<file path="src/sv/sphov_ram.sv">
// ----------------------------------------------------------------------------
// sphov_ram: simple dual port RAM
// One write port and one read port, read data registered.
// ----------------------------------------------------------------------------
module sphov_ram #(
   parameter int WIDTH = 8,
   parameter int DEPTH = 16
) (
   input  logic                     clock,
   input  logic                     wr_en,
   input  logic [$clog2(DEPTH)-1:0] wr_addr,
   input  logic [WIDTH-1:0]         wr_data,
   input  logic                     rd_en,
   input  logic [$clog2(DEPTH)-1:0] rd_addr,
   output logic [WIDTH-1:0]         rd_data
);

   logic [WIDTH-1:0] mem [DEPTH];
   logic [WIDTH-1:0] rd_data_ff;

   // Write port
   always_ff @(posedge clock) begin
      if (wr_en) begin
         mem[wr_addr] <= wr_data;
      end
   end

   // Registered read port
   always_ff @(posedge clock) begin
      if (rd_en) begin
         rd_data_ff <= mem[rd_addr];
      end
   end

   assign rd_data = rd_data_ff;

endmodule

</file>
<file path="config.mk">
export PLATFORM = sky130hd
export DESIGN_NAME = sphov_ram
export DESIGN_NICKNAME = d
export VERILOG_FILES = /design/src/sv/sphov_ram.sv
export SDC_FILE = /design/constraint.sdc
export NUM_CORES = 1
export LEC_CHECK = 0
export ABC_AREA = 1
export BUFFER_PORTS_ARGS = -buffer_cell sky130_fd_sc_hd__buf_4
export CAP_MARGIN = 25
export CORE_ASPECT_RATIO = 1.5
export CORE_MARGIN = 8
export CORE_UTILIZATION = 59
export CTS_CLUSTER_SIZE = 14
export DETAILED_ROUTE_END_ITERATION = 8
export GPL_TIMING_DRIVEN = 0
export PLACE_DENSITY = 0.77
export SETUP_SLACK_MARGIN = 0.5
export SYNTH_ARGS = -nofsm -noshare
export SYNTH_HDL_FRONTEND = slang
export SYNTH_SLANG_ARGS = --single-unit
</file>
<file path="constraint.sdc">
create_clock -name clock -period 2.7 [get_ports clock]
set_input_delay 0.135 -clock clock [delete_from_list [all_inputs] [get_ports clock]]
set_output_delay 0.135 -clock clock [all_outputs]
set_load 0.05 [all_outputs]
</file>
# Yosys cells after proc, flatten, opt, wreduce, memory -nomap -nowiden
# Memories as Yosys holds them, arrays and structs flattened. A register that Yosys moved wholly into a read port is not among the register bits.
# Index checks and enable logic that the tools add are counted.
# totals
ff_bits	0
ramBits	128
in_bits	19
elab_cells	3
mem_count	1
# mem_list
name	depth	word_bits	rd	rd_ports_with_merged_regs	write_ports	line	source
mem	16	8	1	1	1	18	logic [WIDTH-1:0] mem [DEPTH];
# classes
muxes	2
# op_table
operator	count
$mux 1	2

# Logic depth before layout (Yosys ltp)
# depth
depth_word	2
ltp_mapped	8

# Worst setup path after synthesis
# Ideal clock, no wire load.
# synth_timing
path_type	input to register
start	input wr_addr[2]
end	memory mem[10][0] (enable)
setup_time_ns	0.370
t_arrival_ns	0.716
required_time_ns	2.330
path_slack_ns	1.614
cell_stages	2
n_path_buf	0
path_cell_list	nand3b_1 nor2_1
# synth_lines
item	line	source
start: declaration	11	input logic [$clog2(DEPTH)-1:0] wr_addr,
end: declaration	18	
# Straight into the memory's write port.

# Final worst setup path
# layout_timing
start	input wr_addr[3]
end	memory mem[7][0] (enable)
# Straight into the memory's write port.

==> flow_metrics.py <==
metrics = {
    "synthesis": {
        "synth_area_per_cell_um2": 10.61,
        "synthTopCellsByArea": "edfxtp_1 70%, nand2_1 11%, nand3_1 8.3%",
        "synth-seq-cells": 136,
        "netlist_area_um2": 5847,
        "synthesis.nets": 570,
        "synth_top_area_cell": "edfxtp_1",
        "ys_warn_count": 0,
        "ys_seq_area_share_pct": 69.85,
        "synth_cells": 551,
        "yosysTopAreaCellShare_pct": 69.85,
        "ys_types": 11,
    },
    "global_routing": {
        "grt_pass1_wl_mm": 21.01,
        "grt_pass1_vias": 3924,
        "antenna_found_initial": 0,
        "grt_max_degree": 17,
        "grt.total_usage_pct": 20.93,
        "gr-total-overflow": 0,
    },
    "sta": {
        "finalSetupViolCount": 0,
        "fin_skew_ps": 6.761,
        "tightest_slew_ps": 1019,
        "slew_headroom_pct": 31.82,
        "hold_viol_final": 0,
        "setup_tns_ps": 0,
        "slew_viol_final": 0,
        "fin_crit_sh_pct": 47.60,
        "rsz0062_at_grt": "no",
        "max_freq_ghz": 0.7781,
        "period_needed_ps": 1285,
    },
    "critical_path": {
        "crit_path_start": "wr_addr[3]",
        "crit_slowest_cell": "nor2_1",
        "crit_arrival_ps": 1320,
        "end_kind": "register",
        "cpPeakStageDelay_ps": 820,
        "crit_type": "in2reg",
        "critical_path.startpoint_type": "primary input",
        "critical_path.max_fanout": 8,
        "r2r_start": "mem[7][6]",
        "path_cells": "buf_4 > nand3b_1 > nor2_1",
        "required_ps": 2740,
    },
    "drt": {
        "dr.pass1.iters": 5,
        "via_per_inst": 5.514,
        "route.detailed.drc": 0,
        "wl_mm": 13.50,
        "drt_iter0_drc": 500,
        "wl_per_cell_um": 18.69,
        "antenna_left": 0,
        "num_vias": 3981,
    },
    "cts": {
        "cts_tree": "yes",
        "cts-buffers-inserted": 17,
        "clock-sinks": 136,
        "htreeDepth": 4,
        "cts_root_buf": "clkbuf_16",
        "post_cts_buffers": 0,
        "max-clock-path-buffers": 2,
        "clk_latency_ps": 410,
        "clkTransAtPathRegs_ps": 60,
    },
    "floorplan": {
        "num_rows": 44,
        "io_pins": 27,
        "start_util_pct": 60.34,
        "chipWidth_um": 97.28,
        "die_area_um2": 13420,
        "die_h_um": 137.9,
        "core-area_um2": 9689,
    },
    "min_path": {
        "hp-start": "wr_data[5]",
        "hp-class": "in2reg",
    },
    "pwr": {
        "power_leakage_uw": 0.002947,
        "fin_total_pwr_uw": 5170,
        "ir_worst_vdd_mv": 0.6296,
        "p_per_area_nw_per_um2": 760.6,
    },
    "finish": {
        "final_common_cell": "nand2_1",
        "syn2layout_area_growth_pct": 16.26,
        "n_fill_cell": 679,
        "final_core_util_pct": 70.16,
        "final_cell_mix": "173 x nand2_1, 136 x edfxtp_1, 100 x inv_1",
        "drive_gt1_share_pct": 12.69,
        "design_area_um2": 6798,
        "diodes": 0,
        "fin_nets": 613,
    },
    "run_status": {
        "status": "finished, final reports clean",
    },
    "run": {
        "drv_cap": 0,
    },
    "placed_design": {
        "place_area_um2": 6163,
        "gp_congestion": 0.8643,
        "io_buffers": 23,
        "dp_hpwl_mm": 8.761,
    },
}
## synthesized netlist by cell type (all sizes together)
| library cell | instances |
|---|---|
| nor2 | 17 |
| nand3b | 2 |
| inv | 102 |
| edfxtp | 136 |
| nand2 | 173 |
| nand3 | 97 |
| buf | 24 |
## routing by layer
layer | wire, µm | vias up | share of wire, % | GRT usage [%]
li1 | - | 1866 | - | -
met1 | 5420 | 1881 | 40 | 24.51
met2 | 6638 | 205 | 49 | 34.79
met3 | 982 | 29 | 7.3 | 5.786
met4 | 455 | 0 | 3.4 | 10.82
met5 | 0 | - | 0 | 0
## flip-flops by register name, summed over array words and instances, names as in the netlist
register and cells:
rd_data 8, mem 128
## critical path: cells and delay by family
kind / cells / cell delay, ps
simple gates: 2 / 1060
buf+inv: 1 / 120
## metrics by stage
step,worst slack [ps],hold WS [ps],cells
floorplan,1614,233.9,551
global placement,995.1,418.1,689
detailed placement,998.4,424.7,689
CTS,1423,46.15,722
global route,1346,53.78,722
finish,1415,54.38,722
## worst paths after layout
check,cells past startpoint,slack [ps],end
worst max register to register,6,1520,rd_data[6]
worst min-delay path,1,50,mem[14][5]
worst max-delay path,3,1410,mem[7][0]
worst min register to register,6,770,rd_data[5]
## cell families after synthesis
kind of cell,after synthesis,share of synthesized area [%]
buffers and inverters,126,9.394
AND/OR/NAND/NOR,289,20.76
flip-flops,136,69.85
## power by group
group | internal (µW) | switching [µW]
clock | 1550 | 883
sequential | 2380 | 11.7
combinational | 102 | 246
total | 4030 | 1140
## timing repair
action	CTS	global route
setup endpoints to repair	0	0
endpoints found under the hold margin	5	0
hold buffers	1	0
resized for setup	0	0
## area by class of cell
type | instances | area, µm² | area share [%]
plain buffers | 24 | 166.4 | 2.448
clock inverters | 15 | 198.9 | 2.927
repair buffers | 24 | 182.7 | 2.687
flip-flops and latches | 136 | 4084 | 60.08
clock buffers | 17 | 425.4 | 6.258
inverters | 102 | 382.9 | 5.632
well taps | 115 | 143.9 | 2.117
multi-input cells | 289 | 1214 | 17.85
(Power assumes the default switching activity.)
