--- src/sv/sphov_pkg.sv ---
// ----------------------------------------------------------------------------
// sphov_pkg: shared types and constants of the sphere overlap insert block
// Field widths, table depth, operation codes, controller states and the
// layout of one stored sphere.
// ----------------------------------------------------------------------------
package sphov_pkg;

   // Table depth and field widths
   localparam int MAX_SPHERES = 1024;
   localparam int COORD_BITS  = 20;
   localparam int RADIUS_BITS = 16;
   localparam int IDX_BITS    = $clog2(MAX_SPHERES);
   localparam int COUNT_BITS  = $clog2(MAX_SPHERES + 1);

   // Stream payload widths, rounded up to whole bytes
   localparam int SPHERE_BITS    = 3 * COORD_BITS + RADIUS_BITS;
   localparam int REQ_TDATA_BITS = ((SPHERE_BITS + 7) / 8) * 8;
   localparam int RSP_BITS       = 3 + COUNT_BITS;
   localparam int RSP_TDATA_BITS = ((RSP_BITS + 7) / 8) * 8;

   // Distance arithmetic widths
   localparam int SQ_BITS  = 2 * COORD_BITS;
   localparam int SUM_BITS = SQ_BITS + 2;
   localparam int RS_BITS  = RADIUS_BITS + 1;
   localparam int LIM_BITS = 2 * RS_BITS;
   localparam int CMP_BITS = (SUM_BITS > LIM_BITS) ? SUM_BITS : LIM_BITS;

   // Operation codes carried in the request tuser
   typedef enum logic [1:0] {
      OP_CHECK         = 2'd0,
      OP_INSERT_FREE   = 2'd1,
      OP_INSERT_ALWAYS = 2'd2,
      OP_CLEAR         = 2'd3
   } sphov_op_type;

   // Controller states
   typedef enum logic [1:0] {
      ST_IDLE,
      ST_SCAN,
      ST_DRAIN,
      ST_FINISH
   } sphov_state_type;

   // One sphere, x in the lowest bits
   typedef struct packed {
      logic        [RADIUS_BITS-1:0] radius;
      logic signed [COORD_BITS-1:0]  z;
      logic signed [COORD_BITS-1:0]  y;
      logic signed [COORD_BITS-1:0]  x;
   } sphov_sphere_type;

   // Status of the distance pipeline towards the controller
   typedef struct packed {
      logic busy;
      logic hit_valid;
      logic hit;
   } sphov_dist_status_type;

endpackage

--- src/sv/sphov_dist.sv ---
// ----------------------------------------------------------------------------
// sphov_dist: pipelined overlap test
// Four stages: absolute differences and radius sum, squares, sum of the
// squares, strict compare. One stored sphere may enter every cycle.
// ----------------------------------------------------------------------------
module sphov_dist (
   input  logic                            clock,
   input  logic                            reset,
   input  logic                            in_valid,
   input  sphov_pkg::sphov_sphere_type     stored,
   input  sphov_pkg::sphov_sphere_type     probe,
   output sphov_pkg::sphov_dist_status_type status
);

   import sphov_pkg::*;

   // Magnitude of a difference; it always fits the coordinate width
   function automatic logic [COORD_BITS-1:0] abs_mag(input logic signed [COORD_BITS:0] d);
      logic signed [COORD_BITS:0] n;
      n = d[COORD_BITS] ? -d : d;
      return n[COORD_BITS-1:0];
   endfunction

   logic signed [COORD_BITS:0] diff_x, diff_y, diff_z;

   logic                  v1_ff, v2_ff, v3_ff, v4_ff;
   logic [COORD_BITS-1:0] dx_ff, dy_ff, dz_ff;
   logic [RS_BITS-1:0]    rs_ff;
   logic [SQ_BITS-1:0]    sq_x_in, sq_y_in, sq_z_in;
   logic [SQ_BITS-1:0]    sq_x_ff, sq_y_ff, sq_z_ff;
   logic [LIM_BITS-1:0]   lim_in, lim2_ff, lim3_ff;
   logic [SUM_BITS-1:0]   sum_in, sum_ff;
   logic                  hit_in, hit_ff;

   // Stage one: signed differences with one guard bit
   assign diff_x = (COORD_BITS+1)'(probe.x) - (COORD_BITS+1)'(stored.x);
   assign diff_y = (COORD_BITS+1)'(probe.y) - (COORD_BITS+1)'(stored.y);
   assign diff_z = (COORD_BITS+1)'(probe.z) - (COORD_BITS+1)'(stored.z);

   // Stage two: squares of the distances and of the radius sum
   assign sq_x_in = dx_ff * dx_ff;
   assign sq_y_in = dy_ff * dy_ff;
   assign sq_z_in = dz_ff * dz_ff;
   assign lim_in  = rs_ff * rs_ff;

   // Stage three: squared centre distance
   assign sum_in = SUM_BITS'(sq_x_ff) + SUM_BITS'(sq_y_ff) + SUM_BITS'(sq_z_ff);

   // Stage four: touching spheres do not overlap
   assign hit_in = CMP_BITS'(sum_ff) < CMP_BITS'(lim3_ff);

   // Valid bits of the stages
   always_ff @(posedge clock) begin
      if (reset) begin
         v1_ff <= 1'b0;
         v2_ff <= 1'b0;
         v3_ff <= 1'b0;
         v4_ff <= 1'b0;
      end else begin
         v1_ff <= in_valid;
         v2_ff <= v1_ff;
         v3_ff <= v2_ff;
         v4_ff <= v3_ff;
      end
   end

   // Payload registers of the stages
   always_ff @(posedge clock) begin
      dx_ff   <= abs_mag(diff_x);
      dy_ff   <= abs_mag(diff_y);
      dz_ff   <= abs_mag(diff_z);
      rs_ff   <= RS_BITS'(probe.radius) + RS_BITS'(stored.radius);
      sq_x_ff <= sq_x_in;
      sq_y_ff <= sq_y_in;
      sq_z_ff <= sq_z_in;
      lim2_ff <= lim_in;
      sum_ff  <= sum_in;
      lim3_ff <= lim2_ff;
      hit_ff  <= hit_in;
   end

   assign status.busy      = v1_ff | v2_ff | v3_ff | v4_ff;
   assign status.hit_valid = v4_ff;
   assign status.hit       = hit_ff;

endmodule

--- config.mk ---
export PLATFORM = sky130hd
export DESIGN_NAME = sphov_dist
export DESIGN_NICKNAME = d
export VERILOG_FILES = /design/src/sv/sphov_pkg.sv /design/src/sv/sphov_dist.sv
export SDC_FILE = /design/constraint.sdc
export NUM_CORES = 2
export LEC_CHECK = 0
export ABC_AREA = 1
export BUFFER_PORTS_ARGS = -buffer_cell sky130_fd_sc_hd__buf_2
export CORE_UTILIZATION = 50
export DETAILED_ROUTE_END_ITERATION = 10
export PLACE_DENSITY = 0.66
export REMOVE_ABC_BUFFERS = 1
export SYNTH_ARGS = -nofsm -noshare
export SYNTH_HDL_FRONTEND = slang
export SYNTH_SLANG_ARGS = --single-unit
--- constraint.sdc ---
create_clock -name clock -period 19.7 [get_ports clock]
set_clock_uncertainty 0.05 [all_clocks]
set_input_delay 2.955 -clock clock [delete_from_list [all_inputs] [get_ports clock]]
set_output_delay 2.955 -clock clock [all_outputs]
set_load 0.02 [all_outputs]
---- Yosys cells after proc, flatten, opt, wreduce, memory -nomap -nowiden ----
Index checks and enable logic that the tools add are counted.
storage, ports and cells
  bits of input ports ..................... 155
  logic and storage cells ................. 35
  register bits after elaboration ......... 312
operators by class
  $add $sub $neg .......................... 9
  muxes and demuxes ....................... 3
  magnitude comparators ................... 1
  $mul .................................... 4
  bitwise logic cells ..................... 3
operator list
  kind                                                     count
  20-bit by 20-bit multiplier with 40-bit output           3
  20-bit by 20-bit subtractor with 21-bit output           3
  20-bit two-way mux                                       3
  20-bit negator                                           3
  41-bit by 40-bit adder with 42-bit output                1
  42-bit by 34-bit less-than comparator with 1-bit output  1
  40-bit by 40-bit adder with 41-bit output                1
  17-bit by 17-bit multiplier with 34-bit output           1
  16-bit by 16-bit adder with 17-bit output                1
  1-bit OR                                                 3

---- Logic depth before layout (Yosys ltp) ----
  word-level depth ........................ 3
  mapped depth ............................ 29

---- Worst setup path before layout ----
Ideal clock, no wire load.
  kind .................................... reg-to-reg
  from .................................... reg dy_ff[8]
  to ...................................... reg sq_y_ff[33]
  data required time ...................... 19.578 ns
  buffers on the path ..................... 2
  setup time .............................. 0.072 ns
  slack ................................... 13.388 ns
  stages on the path, launching flop included .. 24
  period minus slack after synthesis ...... 6.312 ns
  data arrival time ....................... 6.190 ns
  cells stage by stage .................... dfxtp_1 > clkbuf_1 > buf_1 > nand2_1 > fa_1 > inv_1 > fa_1 > fa_1 > fa_1 > inv_1 > fa_1 > inv_1 > fa_1 > fa_1 > ha_1 > nand2_1 > nor2_1 > nand4_1 > nor3_1 > a21oi_1 > o21ai_0 > nand2_1 > nand2_1 > xor2_1
between the ends
  cells in the longest elaborated chain, start to end .. 1
ends and longest elaborated chain
  element                                         RTL line          RTL
  from (decl)                                     sphov_dist.sv:27  logic [COORD_BITS-1:0] dx_ff, dy_ff, dz_ff;
  from (signal assigned)                          sphov_dist.sv:70  dy_ff <= abs_mag(diff_y);
  20-bit by 20-bit multiplier with 40-bit output  sphov_dist.sv:42  assign sq_y_in = dy_ff * dy_ff;
  via sq_y_in[33]                                 sphov_dist.sv:29  logic [SQ_BITS-1:0] sq_x_in, sq_y_in, sq_z_in;
  to (signal assigned)                            sphov_dist.sv:74  sq_y_ff <= sq_y_in;
  to (decl)                                       sphov_dist.sv:30  logic [SQ_BITS-1:0] sq_x_ff, sq_y_ff, sq_z_ff;
The timed path passes the listed nets, and every way through them passes these cells.
A chain may end at the register's enable or synchronous reset.

---- Worst setup path in the final report ----
  from .................................... reg dz_ff[8]
  to ...................................... reg sq_z_ff[35]
between the ends
  cells in the longest elaborated chain, start to end .. 1
ends and longest elaborated chain
  element                                         RTL line          RTL
  from (decl)                                     sphov_dist.sv:27
  from (signal assigned)                          sphov_dist.sv:71  dz_ff <= abs_mag(diff_z);
  20-bit by 20-bit multiplier with 40-bit output  sphov_dist.sv:43  assign sq_z_in = dz_ff * dz_ff;
  via sq_z_in[35]                                 sphov_dist.sv:29
  to (signal assigned)                            sphov_dist.sv:75  sq_z_ff <= sq_z_in;
  to (decl)                                       sphov_dist.sv:30
The timed path passes the listed nets, and every way through them passes these cells.

==> flow_summary.ini <==
[grt]
gr-usage-met2_pct = 40.9
antenna_found_initial = 0
grt-busiest-layer = met2
grt_max_degree = 24
grt_use_met3_pct = 2.40
met1_usage_pct = 32.7
grt_overflow_total = 0
grt_pass1_wl_um = 237000
grt_pass1_vias = 47600
grt_use_total_pct = 23.9

[synth]
yosys_warnings = 0
syn_inst = 7469
ys_seq_elements = 307
postSynth.asyncResetShare_pct = 0
netlist_area_mm2 = 0.0602
ys_seq_area_share_pct = 10.2
synthFlopType = dfxtp_1
syn_avg_cell_area_um2 = 8.06
synth_edf_count = 0
yosysUniqueCellTypes = 59

[floorplanning]
die_x_um = 349
num_io_pins = 158
die_area_mm2 = 0.122
core_area_mm2 = 0.119
die_h_um = 349
rows = 126
start_util_pct = 50.7

[finish]
nNetsFinal = 9456
final_common_cell = inv_1
antenna_cells = 0
final_cell_mix = inv_1, nand2_1, fa_1
area_growth_syn_to_layout_pct = 5.79
layout-drive-gt1-share_pct = 4.10

[setup_path]
ff2ff_path_depth = 23
slowest_stage = dfxtp_1
rrSetupSlack_ns = 12.62
slowest_delay_ns = 1.02
crit_top_cell = fa_1
start_kind = register
r2r_end = sq_z_ff[35]$_DFF_P_
path_cells = nand2_1, xor2_1, ha_1, o21bai_1, fa_1, inv_1, fa_1, inv_1, fa_1, fa_1, fa_1, inv_1, fa_1, inv_1, ha_1, nand2_1, nor3_1, and2_1, a21oi_1, o21ai_0, nand3_1, nand2_1, xor2_1
worstPathArrival_ns = 7.55
crit_type = register to register
cp.required_ns = 20.17
r2r_start = dz_ff[8]$_DFF_P_
critPathMaxFanout = 21
critPathBufInv = 4
crit_family = adder cells
worstSetupEndpointType = register

[clock_network]
clk_latency_ns = 0.61
hold_buffers = 0
cts.sink_count = 307
postCtsSetupBuffers = 0
path_clk_slew_ns = 0.07
postCtsResizedCells = 0
cts_made_buffers = 37
cts_tree = done
cts-htree-levels = 2
cts.path.max_buffers = 3
clockRootBuffer = clkbuf_16

[timing]
drv_slew = 0
hold_viol_final = 0
max_freq_mhz = 141
maxSlewHeadroom_pct = 28.9
layout_min_cycle_time_ns = 7.08
rsz0062_at_grt = no
finalSetupViolCount = 0
tightest_slew_ns = 1.07
finalCritPeriodShare_pct = 36.0
fin_tns_setup_ns = 0

[route]
final_antenna_net_count = 0
viasPerCell = 4.99
wl_per_cell_um = 15.3
first_pass_iters = 5
drt_iter0_drc = 2499
wirelength_um = 139000
num_vias = 45700
drc = 0

[place]
hpwl_um = 120000
gp_congestion = 0.953
io_buffers = 157

[hold_path]
hp-class = register to register
hold_path_end = lim3_ff[14]$_DFF_P_
hold_path_startpoint = lim2_ff[14]$_DFF_P_
holdPathStages = 0

[run_status]
status = complete, no violations

[flow_run]
cap_violations = 0
## through the flow
stage               cell area [µm²]  setup slack [ns]  cells  util, %  hold WS (ns)
CTS                           63700             12.61   9142     53.6         0.265
finish                        63700             12.62   9142     53.6         0.267
global route                  63700             12.25   9142     53.6         0.266
detailed placement            62400             12.69   9075     52.6         0.262
floorplan                     59500             13.58   7307        -         0.260
global placement              62400             12.86   9075     52.6         0.264
## state kept, by name, indices dropped and copies added, names as in the netlist
| register | count |
|---|---|
| sum_ff | 42 |
| sq_x_ff | 39 |
| sq_y_ff | 39 |
| sq_z_ff | 39 |
| lim2_ff | 33 |
| lim3_ff | 33 |
| dx_ff | 20 |
| dy_ff | 20 |
| dz_ff | 20 |
| rs_ff | 17 |
| hit_ff | 1 |
| v1_ff | 1 |
| v2_ff | 1 |
| v3_ff | 1 |
| v4_ff | 1 |
## cell usage after synthesis (4+ instances only)
library cell,instances,area share (%)
nand3b_1,7,0.087
nand2_1,1534,9.6
xor2_1,197,2.9
o21bai_1,36,0.45
or2_2,14,0.15
o21ai_0,141,1.2
inv_2,5,0.031
ha_1,717,15
nor4_1,14,0.15
fa_1,1070,36
nand4_1,33,0.34
o31ai_1,6,0.075
and2_1,4,0.042
o211ai_1,10,0.12
nand3_2,5,0.083
nand2_2,27,0.28
a31oi_1,31,0.32
a211oi_1,6,0.075
dfxtp_1,307,10
a21boi_0,7,0.087
o21a_1,20,0.25
xnor2_1,101,1.5
o221ai_1,10,0.15
clkbuf_1,118,0.74
nor3_1,32,0.27
a21oi_1,324,2.7
nand3_1,184,1.5
o21ai_1,15,0.12
nor2_2,4,0.042
buf_1,38,0.24
inv_1,2031,13
a21o_1,21,0.26
nor2_1,355,2.2
xnor2_2,6,0.16
## layout make-up
class	instances	area (µm²)
fill	11200	55000
multi-input combinational	4964	45800
inverter	2036	7640
sequential	307	6150
tap	1600	2000
clock buffer	41	961
timing repair buffer	168	868
clock inverter	26	303
## metal layers
| layer | wire length, µm | vias up |
|---|---|---|
| li1 | - | 22300 |
| met1 | 63000 | 22200 |
| met2 | 67400 | 978 |
| met3 | 6250 | 185 |
| met4 | 2850 | 0 |
| met5 | 0 | - |
## worst register-to-register path, delay by kind of cell (launching register included)
family | cells | cell delay [ns]
compound gates | 3 | 0.60
xor+xnor | 2 | 0.43
fa+ha+maj | 8 | 3.52
buf+inv | 4 | 0.20
flops | 1 | 1.02
simple gates | 6 | 1.16
## cell families (layout without fill, tap and decap cells)
logic type / after synthesis / after routing / synth area share, %
flops: 307 / 307 / 10.2
simple gates: 2222 / 2222 / 14.9
fa+ha+maj: 1787 / 1787 / 50.5
xor+xnor: 304 / 304 / 4.50
buf+inv: 2200 / 2271 / 13.8
other cells: 1 / 3 / 0.00623
compound gates: 648 / 648 / 6.11
## how the worst max path moves through the flow
stage	startpoint	end	slack, ns	cells past startpoint
2_1_floorplan	dx_ff[8]$_DFF_P_	sq_x_ff[32]$_DFF_P_	13.58	23
3_3_place_gp	dz_ff[8]$_DFF_P_	sq_z_ff[35]$_DFF_P_	12.86	24
3_5_place_dp	dz_ff[8]$_DFF_P_	sq_z_ff[35]$_DFF_P_	12.69	24
4_1_cts	dz_ff[8]$_DFF_P_	sq_z_ff[35]$_DFF_P_	12.61	23
5_1_grt	dy_ff[8]$_DFF_P_	sq_y_ff[33]$_DFF_P_	12.25	21
6_report	dz_ff[8]$_DFF_P_	sq_z_ff[35]$_DFF_P_	12.62	23
Power is left out: the tool's default activity adds up to more than one toggle a clock period on the data nets, which glitch-free logic cannot reach.
